### config.mk
export PLATFORM = sky130hd
export DESIGN_NAME = vrlos_ctrl
export DESIGN_NICKNAME = d
export VERILOG_FILES = /design/src/rtl/core/vrlos_pkg.sv /design/src/rtl/core/vrlos_ctrl.sv
export SDC_FILE = /design/constraint.sdc
export NUM_CORES = 1
export LEC_CHECK = 0
export BUFFER_PORTS_ARGS = -buffer_cell sky130_fd_sc_hd__buf_2
export CORE_AREA = 2 2 39 41
export CTS_BUF_LIST = sky130_fd_sc_hd__clkbuf_16
export DETAILED_ROUTE_END_ITERATION = 10
export DIE_AREA = 0 0 41 43
export PLACE_DENSITY = 0.57
export SYNTH_ARGS = -nofsm -noshare
export SYNTH_HDL_FRONTEND = slang
export SYNTH_SLANG_ARGS = --single-unit
### constraint.sdc
create_clock -name aclk -period 1.8 [get_ports aclk]
set_clock_uncertainty 0.05 [all_clocks]
set_input_delay 0.27 -clock aclk [delete_from_list [all_inputs] [get_ports aclk]]
set_output_delay 0.27 -clock aclk [all_outputs]
set_load 0.05 [all_outputs]
### src/rtl/core/vrlos_pkg.sv
package vrlos_pkg;

    // operation codes of an input beat
    localparam logic OP_WRITE = 1'b0;
    localparam logic OP_QUERY = 1'b1;

    // commands from controller to datapath
    typedef struct packed {
        logic load;       // capture beat fields, start walk setup
        logic wr_mem;     // write occupancy bit of start voxel
        logic probe_rd;   // issue read for current probe
        logic probe_next; // advance probe index
        logic walk_step;  // step the ray one cell
        logic clr_wr;     // write zero at clear address
        logic clr_next;   // advance clear address
        logic res_load;   // load result register
        logic res_blk;    // blocked value for result
        logic res_qry;    // was_query value for result
    } vrlos_cmd_t;

    // status from datapath to controller
    typedef struct packed {
        logic is_query;
        logic same_ends;   // start equals end
        logic at_end;      // current cell is end cell
        logic probe_last;  // current probe is last of the tube
        logic probe_hit;   // registered read data with in-grid flag
        logic clr_done;    // clear sweep at last address
    } vrlos_sts_t;

endpackage

### src/rtl/core/vrlos_ctrl.sv
module vrlos_ctrl (
    input  logic                  aclk,
    input  logic                  aresetn,
    input  logic                  s_valid,
    output logic                  s_ready,
    output logic                  m_valid,
    input  logic                  m_ready,
    output vrlos_pkg::vrlos_cmd_t cmd,
    input  vrlos_pkg::vrlos_sts_t sts
);

    typedef enum logic [2:0] {
        ST_CLEAR, ST_IDLE, ST_DECODE, ST_ISSUE, ST_CHECK, ST_DONE
    } state_t;

    state_t state_reg, state_next;
    logic   m_valid_reg, m_valid_next;
    logic   end_reg, end_next;     // issued probe was at the end cell
    logic   out_free;

    assign out_free = !m_valid_reg || m_ready;
    assign s_ready  = (state_reg == ST_IDLE) && out_free;
    assign m_valid  = m_valid_reg;

    // next state and commands
    always_comb begin
        state_next   = state_reg;
        m_valid_next = m_valid_reg && !m_ready;
        end_next     = end_reg;
        cmd          = '0;
        unique case (state_reg)
            ST_CLEAR: begin
                cmd.clr_wr   = 1'b1;
                cmd.clr_next = 1'b1;
                if (sts.clr_done) state_next = ST_IDLE;
            end
            ST_IDLE: begin
                if (s_valid && out_free) begin
                    cmd.load   = 1'b1;
                    state_next = ST_DECODE;
                end
            end
            ST_DECODE: begin
                if (!sts.is_query) begin
                    cmd.wr_mem = 1'b1;
                    state_next = ST_DONE;
                end else if (sts.same_ends) begin
                    state_next = ST_DONE;
                end else begin
                    state_next = ST_ISSUE;
                end
                cmd.res_load = 1'b1;
                cmd.res_qry  = sts.is_query;
                cmd.res_blk  = 1'b0;
            end
            ST_ISSUE: begin
                cmd.probe_rd   = 1'b1;
                end_next       = sts.at_end;
                if (sts.probe_last) begin
                    if (!sts.at_end) cmd.walk_step = 1'b1;
                end else begin
                    cmd.probe_next = 1'b1;
                end
                state_next = ST_CHECK;
            end
            ST_CHECK: begin
                if (sts.probe_hit) begin
                    cmd.res_load = 1'b1;
                    cmd.res_qry  = 1'b1;
                    cmd.res_blk  = 1'b1;
                    state_next   = ST_DONE;
                end else if (end_reg) begin
                    state_next = ST_DONE;
                end else begin
                    state_next = ST_ISSUE;
                end
            end
            ST_DONE: begin
                if (out_free) begin
                    m_valid_next = 1'b1;
                    state_next   = ST_IDLE;
                end
            end
            default: state_next = ST_IDLE;
        endcase
    end

    // state and registered outputs
    always_ff @(posedge aclk) begin
        if (!aresetn) begin
            state_reg   <= ST_CLEAR;
            m_valid_reg <= 1'b0;
            end_reg     <= 1'b0;
        end else begin
            state_reg   <= state_next;
            m_valid_reg <= m_valid_next;
            end_reg     <= end_next;
        end
    end

endmodule

* Yosys cells after proc, flatten, opt, wreduce, memory -nomap -nowiden
Cells that the tools add are included.
** Storage, ports and cells
- Output and inout port bits :: 12
- Flip-flop bits (word level) :: 5
- Bits of input ports :: 10
** Operators by class
- Reductions and logical operators :: 8
- Eq/ne operators :: 8
- Mux-type cells :: 21
** Operator list (number)
- two-way mux 3 bit :: 9
- case mux 3 bit (6 select lines) :: 1
- two-way mux 1 bit :: 9
- equality test 3 x 2 -> 1 bit, second input constant :: 2
- equality test 3 bit, second input constant :: 2
- case mux 3 bit (2 select lines) :: 1
- != test 2 bit, second input constant :: 2
- equality test 3 x 1 -> 1 bit, second input constant :: 1
- logical AND 1 bit :: 3
- logical NOT 3 bit :: 1
- AND reduction 3 bit :: 1
- logical NOT 1 bit :: 2
- two-way mux 2 bit :: 1
- != test 2 x 1 -> 1 bit, second input constant :: 1
- logical OR 1 bit :: 1

* Depth between registers and ports, before layout
Gate-level depths: netlist of run 1.
- Word-level depth :: 5
- Mapped depth :: 4
- Mapped depth without buffers :: 3

* Worst setup path after synthesis of run 1
Ideal clock, no wire load.
- Path kind :: reg-to-output
- Start :: reg m_valid_reg, in the netlist m_valid
- End :: out cmd[9] (netlist bit)
- Required time :: 1480 ps
- Path slack :: -875 ps
- Stages on the path, launching flop included :: 4
- Arrival time :: 2355 ps
- Path buffers :: 0
- Cell sequence :: dfxtp_1 -> nor2b_1 -> nor3_1 -> and2_1
** RTL lines
- start, declared :: line vrlos_ctrl.sv:17 : logic m_valid_reg, m_valid_next;
- start signal, assigned :: line vrlos_ctrl.sv:96 : m_valid_reg <= m_valid_next;
- end, declared :: line vrlos_ctrl.sv:8 : output vrlos_pkg::vrlos_cmd_t cmd,

==> out/metrics.cfg, run 1 <==
[final_layout]
largest_reg_flops=3
final_nets=88
seq_area_um2=103
fillers=136
layout-drive-gt1-share=0.481
stdcell_count=93
areaGrowthSynthToFinish_pct=65.2
multiInputGateArea_um2=282
antennaDiodeCount=0

[die]
die_area_um2=1760
rows=14
core-area_um2=1380
initial_core_util=0.276
num_io_pins=22
die-width_um=41
die_h_um=43

[timing]
fin_crit_sh=0.951
worstMarginPinSlew_ps=384
hold_viol_final=0
finalMaxSlewViolations=0
holdWs_ps=258
rsz0062_at_grt=no
max_slew_margin=0.743
period_needed_ps=1710
setup_viol=0
finalWorstSetupSlack_ps=87.8
max_freq_mhz=584

[critical_path]
cp-end-kind=primary output
worst_r2r_startpoint=state_reg[2]$_SDFFE_PN0P_
r2r_slack_ps=460
rr_worst_depth=3
r2r_end=state_reg[1]$_SDFFE_PN0P_
cp_max_fo=10
crit_arrival_ps=1390
cp-start-kind=flip-flop
crit_type=flip-flop to primary output
required_ps=1480

[clock_tree]
path_clk_slew_ps=30
clk_latency_ps=230
cts_buffer_depth=2
cts_num_sinks=5
tritoncts=done
cts-hold-fix-buffers=0
clockRootBuffer=clkbuf_16
htreeDepth=1
cts_made_buffers=3

[yosys]
synth_nets=62
yosys.area.top_type=dfxtp_1
synth_cell_types=26
synth_top_area_share=0.262
synth_seq_area_share=0.262
syn-cell-area_um2=382
netlist_instances=52
yosysWarnings=0
yosys-top-cells-area=dfxtp_1, nor2_1, nor2b_1, a21oi_1, nand2b_1
ys_ff_latch=5
avgSynthCellArea_um2=7.34

[route]
drt-initial-drc-count=4
routedWlPerCell_um=10.3
first_pass_iters=4
viasPerCell=4.60
vias=428
wirelength_um=957
drcViolationCount=0
ant_nets=0

[place]
portBuffers=21
dp_cells=89
place_congestion=0.729
place_hpwl_um=755
place_ws_ps=245

[hold_path]
hold_path.class=primary input to flip-flop
min_path_cells=2
hold_path_end=state_reg[0]$_SDFFE_PN0P_
min_from=aresetn

[global_routing]
grt_start_max_net_pins=11
grt_overflow=0
track_usage=0.147
antenna_found_initial=0
grt_pass1_vias=396
grt_pass1_wl_um=1700

[power]
peakVddDrop_uv=610
power.density_nw_per_um2=940
p_leak_uw=0.000307

[run_status]
status=completed

[run]
maxCapViolCount=0

==> final cells by class <==
| class | count | share of cell area |
|---|---|---|
| multi-input cells | 41 | 0.446 |
| repair buffers | 25 | 0.222 |
| flip-flops and latches | 5 | 0.163 |
| clock buffers | 3 | 0.119 |
| well taps | 16 | 0.0317 |
| inverters | 2 | 0.0119 |
| clock inverters | 1 | 0.00595 |
==> cells in the mapped netlist <==
master	count
nor2_1	9
dfxtp_1	5
nor2b_1	5
a21oi_1	4
nand2b_1	3
buf_2	2
inv_1	2
nand2_1	2
nor3_1	2
o21ai_0	2
a211oi_1	1
a21boi_0	1
and2_1	1
and2b_1	1
buf_4	1
buf_6	1
mux2i_1	1
nand3b_1	1
nor3b_1	1
o2111a_1	1
o211ai_1	1
o21a_1	1
o31a_1	1
or3_1	1
or3b_2	1
or4b_1	1
==> cell families after synthesis <==
logic type	count (synthesis)	share of synthesized area
and+or+nand+nor	28	0.407
DFF	5	0.262
muxes	1	0.0262
buffers and inverters	6	0.0951
AOI/OAI and AO/OA	12	0.210
==> worst max path at each step <==
| stage | start | end | slack [ps] | depth (start not counted) |
|---|---|---|---|---|
| after floorplan | m_valid$_SDFF_PN0_ | cmd[9] | -190 | 3 |
| after global placement | state_reg[0]$_SDFFE_PN0P_ | cmd[8] | 240 | 3 |
| after detailed placement | state_reg[0]$_SDFFE_PN0P_ | cmd[8] | 240 | 3 |
| after CTS | state_reg[0]$_SDFFE_PN0P_ | cmd[8] | 3 | 3 |
| after global routing | state_reg[2]$_SDFFE_PN0P_ | cmd[1] | 20 | 4 |
| final | state_reg[0]$_SDFFE_PN0P_ | cmd[8] | 90 | 3 |
==> critical path: stages, from the launching register on <==
cell      delay, ps
dfxtp_2         360
or3b_2          500
nor2_2           80
clkbuf_4        220
==> where the power goes <==
part,leakage [µW],switching (µW),internal (µW)
clock network,0.0000423,71.3,288
registers,0.0000414,7.20,116
logic,0.000223,70.5,40.4
total,0.000307,149,444
==> metrics by stage <==
stage                     area [µm²]  total power, µW  utilization  setup TNS (ps)
after floorplan                  415              205            -            -185
after global placement           542              234        0.392               0
after detailed placement         542              234        0.392               0
after CTS                        621              600        0.448               0
after global routing             631              622        0.456               0
final                            631              593        0.456               0
==> repair_timing <==
item,CTS,global route
gates resized for setup,0,5
setup buffers,0,0
endpoints found under the setup margin,0,6
==> layer usage <==
metal,global-route usage,up-vias,part of all wire
met5,0,-,0
met3,0.0471,2,0.046
met2,0.191,13,0.48
li1,-,227,-
met1,0.198,186,0.47
met4,0.100,0,0.0084
==> placed cells by master (no fill, tap or decap) <==
master      n
buf_2      19
nor2_1      8
nor2b_1     4
buf_4       4
inv_1       3
nand2b_1    3
a21oi_1     3
clkbuf_16   3
dfxtp_1     3
nand2_1     2
nor3_4      2
o21ai_0     2
clkbuf_4    2
dfxtp_2     2
nand3b_1    1
nor3b_2     1
nor2b_2     1
or3b_2      1
nor2_2      1
and2_1      1
and2b_1     1
a21oi_2     1
or4b_1      1
o21a_1      1
o2111a_1    1
or3_1       1
o211ai_1    1
a21boi_0    1
mux2i_1     1
a211oi_1    1
o31a_1      1
No activity file was read; power rests on OpenSTA's default activity.
==> run 2: changes to the inputs <==
ABC_CLOCK_PERIOD_IN_PS = 1600   (was not set)
clock period = 1.6 ns   (was 1.8 ns; I/O delays follow)
==> run 2 against run 1 <==
Worst hold slack worse by 26 ps. Global-route usage down 0.33 points. Register-to-register slack worse by 320 ps. Sequential power up 11%. First-iteration DRC count up 25%. Total power up 15%. Non-clock buffer count up 4. Die area unchanged. Critical path type unchanged. Critical endpoint is now cmd[2]. Largest cell class unchanged. Highest routed layer is now met3.
==> out/metrics.cfg, run 2 (synthesized netlist as in run 1, its figures left out) <==
[timing]
max_slew_margin=0.834  ; +0.0905
setup_viol=0  ; unchanged
finalMaxSlewViolations=0  ; unchanged
period_needed_ps=1570
worstMarginPinSlew_ps=251  ; -133 ps
tns_ps=0  ; unchanged
finalWorstSetupSlack_ps=32.7  ; -55.2 ps
hold_viol_final=0  ; unchanged
max_freq_mhz=638
fin_crit_sh=0.980
rsz0062_at_grt=yes

[place]
place_hpwl_um=806  ; +6.8%
place_ws_ps=102  ; -143 ps
dp_cells=92  ; +3.4%
portBuffers=21  ; unchanged
place_area_um2=578  ; +6.7%
place_congestion=0.775  ; +6.2%

[route]
routedWlPerCell_um=11.3  ; +10%
drt-initial-drc-count=5  ; +1
ant_nets=0  ; unchanged
routed-wl-met2_um=577  ; +27%
routedLengthMet1_um=461  ; +3.1%
routed-wl-met3_um=59  ; +34%
topRoutingLayerUsed=met3
drcViolationCount=0  ; unchanged
viasPerCell=4.70  ; +2.1%
wirelength_um=1100  ; +15%
vias=456  ; +6.5%
first_pass_iters=4  ; unchanged

[global_routing]
grt_start_max_net_pins=9  ; -2
antenna_found_initial=0  ; unchanged
track_usage=0.144  ; -0.00331
grt_pass1_wl_um=1700  ; -0.41%
grt_overflow=0  ; unchanged
grt_pass1_vias=455  ; +15%

[clock_tree]
cts_num_sinks=5  ; unchanged
htreeDepth=1  ; unchanged
tritoncts=done
cts_buffer_depth=2  ; unchanged
clockRootBuffer=clkbuf_16
path_clk_slew_ps=30  ; about the same
clk_latency_ps=230  ; about the same
cts_made_buffers=3  ; unchanged

[final_layout]
largest_reg_flops=3  ; unchanged
layout_common_cells=buf_2, buf_4, nor2_1
antennaDiodeCount=0  ; unchanged
areaGrowthSynthToFinish_pct=86.6
stdcell_count=97  ; +4.3%
final_nets=92  ; +4.5%
final_common_cell=buf_2
postLayoutCellArea_um2=712  ; +13%
layout-drive-gt1-share=0.568  ; +0.0874

[critical_path]
rr_worst_depth=4  ; +1
crit_arrival_ps=1280  ; -110 ps
cp_max_fo=6  ; -4
cp-end-kind=primary output
required_ps=1310  ; -170 ps
cp-start-kind=flip-flop
crit_type=flip-flop to primary output

[power]
p_total_uw=680  ; +15%
peakVddDrop_uv=607  ; -0.56%
power_switching_share=0.255  ; +0.00379
p_int_uw=507  ; +14%
seqPwrFrac=0.199  ; -0.008
p_switching_uw=174  ; +17%
power.density_nw_per_um2=956  ; +1.7%
clkPwrFrac=0.594  ; -0.012
combPwrFrac=0.207  ; +0.020
p_leak_uw=0.000340  ; +11%

[die]
rows=14  ; unchanged
die_area_um2=1760  ; unchanged
core-area_um2=1380  ; unchanged
die-width_um=41  ; unchanged
initial_core_util=0.276  ; unchanged
num_io_pins=22  ; unchanged
die_h_um=43  ; unchanged

[run]
maxCapViolCount=0  ; unchanged

[run_status]
status=completed

[hold_path]
min_path_cells=2  ; unchanged
hold_path.class=primary input to flip-flop

-- run 2: cell types whose count changed in the layout (fill, tap and decap cells not counted), moves of 2 or more --
cell	change
buf_2	-4
nor2_2	+2
nor2_1	-2
buf_4	+5
buf_6	+5
clkbuf_4	-2
-- run 2: worst max-delay path, cell delays in order (launching register included) --
cell and delay, ps:
dfxtp_4 350, buf_6 140, and2b_1 170, a21oi_1 160
nor2_2 50, buf_4 180
-- run 2: power groups by stage --
| stage | clock, µW | sequential, µW | combinational [µW] |
|---|---|---|---|
| after global placement | 0 | 137 | 133 |
| after CTS | 413 | 136 | 139 |
| after global routing | 424 | 136 | 150 |
| after floorplan | 0 | 134 | 98.8 |
| final | 404 | 136 | 141 |
| after detailed placement | 0 | 137 | 134 |
-- run 2: area by class of cell --
| type | count | area [µm²] |
|---|---|---|
| Fill cell | 150 | 672 |
| Multi-Input combinational cell | 41 | 300 |
| Timing Repair Buffer | 29 | 199 |
| Sequential cell | 5 | 106 |
| Clock buffer | 3 | 75.1 |
| Tap cell | 16 | 20.0 |
| Inverter | 2 | 7.51 |
| Clock inverter | 1 | 3.75 |
-- run 2: final timing paths --
path | start | to | slack (ps)
hold / removal | aresetn | state_reg[0]$_SDFFE_PN0P_ | 230
hold reg to reg | end_reg$_SDFFE_PN0N_ | end_reg$_SDFFE_PN0N_ | 490
setup / recovery | state_reg[1]$_SDFFE_PN0P_ | cmd[2] | 30
setup reg to reg | state_reg[0]$_SDFFE_PN0P_ | state_reg[1]$_SDFFE_PN0P_ | 140
-- run 2: metrics by stage --
| step | hold slack, ps | util |
|---|---|---|
| 2_1_floorplan | 318 | - |
| 3_3_place_gp | 471 | 0.418 |
| 3_5_place_dp | 470 | 0.418 |
| 4_1_cts | 231 | 0.500 |
| 5_1_grt | 231 | 0.514 |
| 6_report | 232 | 0.514 |
-- run 2: timing repair --
item	4_1_cts	5_1_grt
setup buffers	1	0
endpoints found under the hold margin	0	0
pin swaps	0	1
hold buffers	0	0
endpoints found under the setup margin	6	7
gates cloned	0	0
resized for setup	11	7
-- run 2: layer usage --
layer | global-route usage | vias to the layer above
li1 | - | 236
met1 | 0.165 | 205
met2 | 0.222 | 15
met3 | 0.0471 | 0
met4 | 0.0800 | 0
met5 | 0 | -
